===== src/hw/rtl/histogram_equalizer_unit_assert.svh =====
// ---------------------------------------------------------------------------
// Assertion macros for the histogram equalizer
// Shared concurrent assertion forms, clocked and reset-qualified.
// ---------------------------------------------------------------------------
`ifndef HISTOGRAM_EQUALIZER_UNIT_ASSERT_SVH
`define HISTOGRAM_EQUALIZER_UNIT_ASSERT_SVH

// Same-cycle implication
`define HEQ_ASSERT_NOW(label, clk, rst_n, ante, cons) \
  label: assert property (@(posedge clk) disable iff (!rst_n) (ante) |-> (cons)) \
    else $error("%m: assertion failed");

// Next-cycle implication
`define HEQ_ASSERT_NEXT(label, clk, rst_n, ante, cons) \
  label: assert property (@(posedge clk) disable iff (!rst_n) (ante) |=> (cons)) \
    else $error("%m: assertion failed");

`endif


===== src/hw/rtl/heq_pkg.sv =====
// ---------------------------------------------------------------------------
// Histogram equalizer package
// Word types, register indexes and the controller/datapath command bundle.
// ---------------------------------------------------------------------------
`timescale 1ns / 1ps

package heq_pkg;

  localparam int GRAY_LEVELS = 256;
  localparam int PIX_W       = 8;
  localparam int STEP_W      = 3;   // divide step counter, one quotient bit per step
  localparam int CFG_IDX_W   = 4;
  localparam int CFG_DATA_W  = 9;

  localparam logic [CFG_IDX_W-1:0]  REG_IMAGE_WIDTH  = 4'd0;
  localparam logic [CFG_IDX_W-1:0]  REG_IMAGE_HEIGHT = 4'd1;
  localparam logic [CFG_DATA_W-1:0] DIM_RESET        = 9'd256;

  localparam logic OP_COUNT = 1'b0;
  localparam logic OP_MAP   = 1'b1;

  localparam logic [PIX_W-1:0]  PIX_MAX   = 8'hFF;
  localparam logic [STEP_W-1:0] STEP_LAST = 3'd7;

  typedef struct packed {
    logic             operation;
    logic [PIX_W-1:0] pixel_value;
  } heq_in_t;

  typedef struct packed {
    logic [PIX_W-1:0] mapped_pixel;
    logic             frame_last;
    logic             order_error;
  } heq_out_t;

  typedef struct packed {
    logic [CFG_IDX_W-1:0]  reg_index;
    logic [CFG_DATA_W-1:0] wdata;
  } heq_cfg_t;

  // Controller -> datapath
  typedef struct packed {
    logic clr_wr;     // write zero to bin[idx], advance idx
    logic in_rd_bin;  // read bin at input pixel, latch pixel
    logic in_rd_map;  // read remap table at input pixel
    logic cnt_wr;     // write back bin + 1, advance pixel count
    logic map_step;   // advance pixel count for a mapped pixel
    logic out_load;   // load output register
    logic out_err;    // loaded word is an order error
    logic b_start;    // start table build: idx, sum, divisor
    logic b_rd;       // read bin[idx]
    logic b_acc;      // add read bin into running sum
    logic b_init;     // set up divide (or write saturated entry)
    logic b_div;      // one restoring divide step
  } heq_cmd_t;

  // Datapath -> controller
  typedef struct packed {
    logic seen_done;  // next pixel completes the frame
    logic idx_last;   // index at last gray level
    logic sat;        // entry saturates to full scale
    logic div_last;   // final divide step
    logic out_free;   // output register can take a word
  } heq_sts_t;

endpackage


===== src/hw/rtl/heq_ctrl.sv =====
// ---------------------------------------------------------------------------
// Histogram equalizer controller
// Sequences clearing, counting, table build and mapping; issues datapath
// commands.
// ---------------------------------------------------------------------------
`timescale 1ns / 1ps
`include "histogram_equalizer_unit_assert.svh"

module heq_ctrl import heq_pkg::*; (
  input  logic     clk_i,
  input  logic     rst_ni,
  input  logic     in_valid_i,
  input  logic     in_op_i,
  output logic     in_ready_o,
  output heq_cmd_t cmd_o,
  input  heq_sts_t sts_i
);

  localparam logic [2:0] S_CLEAR = 3'd0;
  localparam logic [2:0] S_IDLE  = 3'd1;
  localparam logic [2:0] S_CNT   = 3'd2;
  localparam logic [2:0] S_OUT   = 3'd3;
  localparam logic [2:0] S_BRD   = 3'd4;
  localparam logic [2:0] S_BACC  = 3'd5;
  localparam logic [2:0] S_BINIT = 3'd6;
  localparam logic [2:0] S_BDIV  = 3'd7;

  logic [2:0] state_q, state_d;
  logic       mapping_q, mapping_d;
  logic       err_q, err_d;

  assign in_ready_o = state_q == S_IDLE;

  // Next state and commands
  always_comb begin
    state_d   = state_q;
    mapping_d = mapping_q;
    err_d     = err_q;
    cmd_o     = '0;
    unique case (state_q)
      S_CLEAR: begin
        cmd_o.clr_wr = 1'b1;
        if (sts_i.idx_last) state_d = S_IDLE;
      end
      S_IDLE: begin
        if (in_valid_i) begin
          priority if (!mapping_q && in_op_i == OP_COUNT) begin
            cmd_o.in_rd_bin = 1'b1;
            state_d         = S_CNT;
          end else if (!mapping_q) begin
            err_d   = 1'b1;
            state_d = S_OUT;
          end else if (in_op_i == OP_MAP) begin
            cmd_o.in_rd_map = 1'b1;
            err_d           = 1'b0;
            state_d         = S_OUT;
          end else begin
            // count word during mapping: dropped
            state_d = S_IDLE;
          end
        end
      end
      S_CNT: begin
        cmd_o.cnt_wr = 1'b1;
        if (sts_i.seen_done) begin
          cmd_o.b_start = 1'b1;
          state_d       = S_BRD;
        end else begin
          state_d = S_IDLE;
        end
      end
      S_BRD: begin
        cmd_o.b_rd = 1'b1;
        state_d    = S_BACC;
      end
      S_BACC: begin
        cmd_o.b_acc = 1'b1;
        state_d     = S_BINIT;
      end
      S_BINIT: begin
        cmd_o.b_init = 1'b1;
        if (!sts_i.sat) begin
          state_d = S_BDIV;
        end else if (sts_i.idx_last) begin
          mapping_d = 1'b1;
          state_d   = S_IDLE;
        end else begin
          state_d = S_BRD;
        end
      end
      S_BDIV: begin
        cmd_o.b_div = 1'b1;
        if (sts_i.div_last) begin
          if (sts_i.idx_last) begin
            mapping_d = 1'b1;
            state_d   = S_IDLE;
          end else begin
            state_d = S_BRD;
          end
        end
      end
      S_OUT: begin
        if (sts_i.out_free) begin
          cmd_o.out_load = 1'b1;
          cmd_o.out_err  = err_q;
          if (!err_q) begin
            cmd_o.map_step = 1'b1;
            if (sts_i.seen_done) begin
              mapping_d = 1'b0;
              state_d   = S_CLEAR;
            end else begin
              state_d = S_IDLE;
            end
          end else begin
            state_d = S_IDLE;
          end
        end
      end
      default: begin
        state_d = S_IDLE;
      end
    endcase
  end

  // State registers; reset starts with a clearing pass over the bins
  always_ff @(posedge clk_i or negedge rst_ni) begin
    if (!rst_ni) begin
      state_q   <= S_CLEAR;
      mapping_q <= 1'b0;
      err_q     <= 1'b0;
    end else begin
      state_q   <= state_d;
      mapping_q <= mapping_d;
      err_q     <= err_d;
    end
  end

  // Checks
  `HEQ_ASSERT_NEXT(a_map_to_out, clk_i, rst_ni, in_valid_i && in_ready_o && mapping_q && (in_op_i == OP_MAP), state_q == S_OUT)
  `HEQ_ASSERT_NOW(a_clear_counting, clk_i, rst_ni, state_q == S_CLEAR, !mapping_q)
  `HEQ_ASSERT_NOW(a_map_from_build, clk_i, rst_ni, $rose(mapping_q), ($past(state_q) == S_BINIT) || ($past(state_q) == S_BDIV))

endmodule


===== config.mk =====
export PLATFORM = sky130hd
export DESIGN_NAME = heq_ctrl
export DESIGN_NICKNAME = d
export VERILOG_FILES = /design/src/hw/rtl/heq_pkg.sv /design/src/hw/rtl/heq_ctrl.sv
export VERILOG_INCLUDE_DIRS = /design/src /design/src/hw/rtl
export SDC_FILE = /design/constraint.sdc
export NUM_CORES = 1
export LEC_CHECK = 0
export ABC_AREA = 1
export BUFFER_PORTS_ARGS = -buffer_cell sky130_fd_sc_hd__buf_2
export CAP_MARGIN = 20
export CORE_AREA = 2 2 39 41
export CTS_BUF_LIST = sky130_fd_sc_hd__clkbuf_4
export DETAILED_ROUTE_END_ITERATION = 8
export DIE_AREA = 0 0 41 43
export HOLD_SLACK_MARGIN = 0.03
export PLACE_DENSITY_LB_ADDON = 0.15
export SLEW_MARGIN = 0
export SYNTH_ARGS = -nofsm -noshare
export SYNTH_HDL_FRONTEND = slang
export SYNTH_SLANG_ARGS = --single-unit

===== constraint.sdc =====
create_clock -name clk_i -period 2.7 [get_ports clk_i]
set_clock_uncertainty 0.15 [all_clocks]
set_input_delay 0.675 -clock clk_i [delete_from_list [all_inputs] [get_ports clk_i]]
set_output_delay 0.675 -clock clk_i [all_outputs]
set_load 0.005 [all_outputs]

======== Word-level counts from Yosys, hierarchy flattened ========
Index checks and enable logic that the tools add are counted.
word-level totals
  bits in registers ....................... 5
  input bits .............................. 9
  output and inout bits ................... 13
  logic and storage cells ................. 66
operators by class
  equal/unequal tests ..................... 15
  muxes and demuxes ....................... 39
  reductions and logical operators ........ 7
  bitwise logic cells ..................... 2
operators by type and width
  kind                                                              number
  3-bit two-way mux                                                 12
  3-bit one-hot mux with 8 select lines                             1
  1-bit two-way mux                                                 22
  2-bit inequality test (second input constant)                     8
  3-bit == test (second input constant)                             4
  4-bit AND reduction                                               2
  3-bit by 2-bit == test with 1-bit output (second input constant)  2
  2-bit two-way mux                                                 3
  6-bit AND reduction                                               1
  3-bit by 1-bit == test with 1-bit output (second input constant)  1
  3-bit zero test                                                   1
  1-bit one-hot mux with 3 select lines                             1
  3-bit nonzero test                                                1
  1-bit inverter                                                    2
  1-bit logical AND                                                 1
  1-bit zero test                                                   1

======== Longest topological paths before layout ========
  depth after elaboration ................. 5
  mapped depth ............................ 8
  depth with buffers taken out ............ 8

======== Worst setup path after synthesis ========
No wires, ideal clock.
  path type ............................... register -> output
  start ................................... reg state_q[2]
  end ..................................... out cmd_o[9] (netlist bit)
  cell stages (with the launch flop) ...... 6
  arrival ................................. 0.971 ns
  path buffers ............................ 0
  path slack .............................. 0.904 ns
  path through ............................ dfrtp_1 -> inv_2 -> nand3_1 -> inv_1 -> nand3_1 -> nor2_1
RTL lines
  element                   RTL line         text
  start: declaration        heq_ctrl.sv:28   logic [2:0] state_q, state_d;
  start signal: assignment  heq_ctrl.sv:132  state_q <= state_d;
  end: declaration          heq_ctrl.sv:15   output heq_cmd_t cmd_o,

==> results.py <==
metrics = {
    "yosys": {
        "synthXorXnorAreaFrac_pct": 0,
        "synthesis.area_um2": 446.7,
        "synth-compound-area-share_pct": 10.08,
        "synth_top_family_by_area": "simple AND/OR/NAND/NOR gates",
        "syn_inst": 83,
        "avgSynthCellArea_um2": 5.382,
        "synth_fa_ha_area_share_pct": 0,
        "yosysSeqAreaShare_pct": 28.01,
        "syn-num-nets": 92,
        "synth_top_area_share_pct": 28.01,
        "ys_warn_count": 0,
        "yosys-top-cells-area": "dfrtp_1 (28%), nand2_1 (22%), inv_1 (13%)",
        "yosys.area.top_type": "dfrtp_1",
        "synth-seq-cells": 5,
        "synth.area.mux_share_pct": 0,
        "synth.distinct_cells": 11,
        "yosys.area_share.simple_pct": 48.46,
    },
    "floorplan": {
        "die_y_um": 43,
        "fp.dieArea_mm2": 0.001763,
        "fp.coreArea_mm2": 0.001384,
        "start_util_pct": 32.28,
        "ios": 22,
        "die_w_um": 41,
        "fp-row-count": 14,
    },
    "worst_setup_path": {
        "slowest_stage": "dfrtp_1",
        "arrival_ns": 1.39,
        "start_kind": "register",
        "critPathCaptureType": "output port",
        "critical_path_peak_fanout": 7,
        "max_stage_delay_ns": 0.44,
        "critical_path_required_ns": 1.88,
        "cpMostUsedCell": "nand3_1",
        "crit_type": "register to output port",
        "worstPathCellList": "inv_2 > nand3_1 > inv_1 > nand3_1 > nor2_1 > buf_2",
    },
    "place": {
        "post-dp-hpwl_um": 979.8,
        "portBuffers": 21,
        "dpl_cell_area_um2": 571.8,
        "place_ws_ns": 0.7324,
        "place.gp.congestion": 0.8058,
    },
    "clock_network": {
        "clkTransAtPathRegs_ns": 0.04,
        "cts_buffers": 3,
        "cts_sinks": 5,
        "insertion_delay_ns": 0.24,
        "cts_tree": "done",
        "cts_setup_buffers": 0,
        "h-tree-depth": 1,
        "cts_max_path_buffers": 2,
        "cts_resized": 0,
        "clk_root_buffer_cell": "clkbuf_4",
        "holdBufCountCts": 0,
    },
    "global_route": {
        "grt_pass1_vias": 505,
        "grt_usage_pct": 15.96,
        "antenna_found_initial": 0,
        "grt_max_degree": 8,
        "grt_pass1_wl_mm": 1.897,
        "overflow": 0,
    },
    "layout": {
        "drive_gt1_share_pct": 25.93,
        "nFillCells": 159,
        "postLayoutCellArea_um2": 601.8,
        "nets": 118,
        "diodes": 0,
        "syn_to_final_growth_pct": 34.73,
    },
    "sta": {
        "maxSlewHeadroom_pct": 85.38,
        "final-hold-violation-count": 0,
        "tightest_slew_ns": 0.2177,
        "finalCritPeriodShare_pct": 82.22,
        "tns_ns": 0,
        "setup_slack_ns": 0.4800,
        "fin_crit_ns": 2.220,
        "rsz0062_at_grt": "no",
        "setup_viol": 0,
        "max_freq_ghz": 0.4505,
        "slew_violations": 0,
    },
    "route": {
        "num_vias": 577,
        "initialDrtViolationCount": 6,
        "firstDrtPassIters": 4,
        "avgRoutedWirePerCell_um": 9.177,
        "drc": 0,
        "detail-route-antenna-nets": 0,
        "wirelength_mm": 1.138,
        "vias_per_cell": 4.653,
    },
    "power": {
        "p_sw_share_pct": 46.68,
        "intPower_uw": 284.1,
        "p_clk_share_pct": 17.6,
        "powerDensity_mw_per_mm2": 885.4,
        "combPwrFrac_pct": 54.5,
        "power.leakage_uw": 0.0004041,
        "ir_drop_v": 0.0004013,
        "net-switching-power_uw": 248.8,
        "seqPwrFrac_pct": 27.9,
    },
    "run_status": {
        "status": "finished, final reports clean",
    },
    "run": {
        "maxCapViolations": 0,
    },
    "worst_hold_path": {
        "hp-class": "input port to async pin",
    },
}
## worst max-delay path, delay by kind of cell, from the launching register on
kind,cells,cell delay (ns)
flops,1,0.44
buf+inv,3,0.39
simple gates,3,0.33
## synthesized netlist by cell type, drive strengths merged
library cell / number
a21oi: 2
nor3: 2
nand2: 26
dfrtp: 5
nor2: 17
inv: 16
nand3: 8
o21ai: 7
## stage by stage
stage	utilization [%]	total power (µW)	hold slack, ns	cells
floorplan	-	345.2	0.2294	83
global route	43.49	602.7	0.08638	124
CTS	43.49	539.8	0.08531	124
global placement	41.32	443.5	0.3405	120
detailed placement	41.32	442.0	0.3401	120
finish	43.49	532.9	0.08926	124
## final cells by class
| cell class | instances | area [µm²] | share of cell area, % |
|---|---|---|---|
| multi-input cells | 62 | 261.5 | 43.45 |
| clock buffers | 4 | 30.03 | 4.990 |
| inverters | 16 | 60.06 | 9.979 |
| well taps | 16 | 20.02 | 3.326 |
| repair buffers | 21 | 105.1 | 17.46 |
| flip-flops and latches | 5 | 125.1 | 20.79 |
## layer usage
metal	routed length, µm	track usage [%]	vias to the layer above
met2	521	22.19	12
met1	553	21.64	256
met4	14	10.00	0
met5	0	0	-
li1	-	-	307
met3	47	3.141	2
## flip-flops by register name (all words and copies together) (netlist names)
| name | cells |
|---|---|
| err_q | 1 |
| mapping_q | 1 |
| state_q | 3 |
## kinds of logic (layout without fill, tap and decap cells)
group / count (synthesis) / after routing
AO/OA/AOI/OAI: 9 / 9
flip-flops: 5 / 5
AND/OR/NAND/NOR: 53 / 53
buffers and inverters: 16 / 41
## worst paths after layout
path                       slack, ns  depth (start not counted)  startpoint         end
min in group clk_i              0.33                          1   mapping_q       err_q
max                             0.48                          6  state_q[2]    cmd_o[9]
min reg2reg                     0.33                          1   mapping_q       err_q
min                             0.09                          1      rst_ni   mapping_q
max in group asynchronous       2.19                          1      rst_ni  state_q[2]
max reg2reg                     1.24                          7  state_q[1]  state_q[0]
## power by group through the flow
stage	sequential (µW)	clock, µW	combinational [µW]
3_3_place_gp	150	0	293
4_1_cts	148	98.0	294
2_1_floorplan	139	0	207
5_1_grt	155	104	344
3_5_place_dp	149	0	292
6_report	149	93.8	290
## cell usage in the layout (no fill, tap or decap)
cell      synthesis  layout
a21oi_1           2       2
buf_2             0      21
clkbuf_4          0       4
dfrtp_1           5       5
inv_1            15      15
inv_2             1       1
nand2_1          26      26
nand3_1           8       8
nor2_1           15      15
nor2_2            2       2
nor3_1            2       2
o21ai_0           6       6
o21ai_1           1       1
Note: power is estimated with default switching activity, not from simulation.
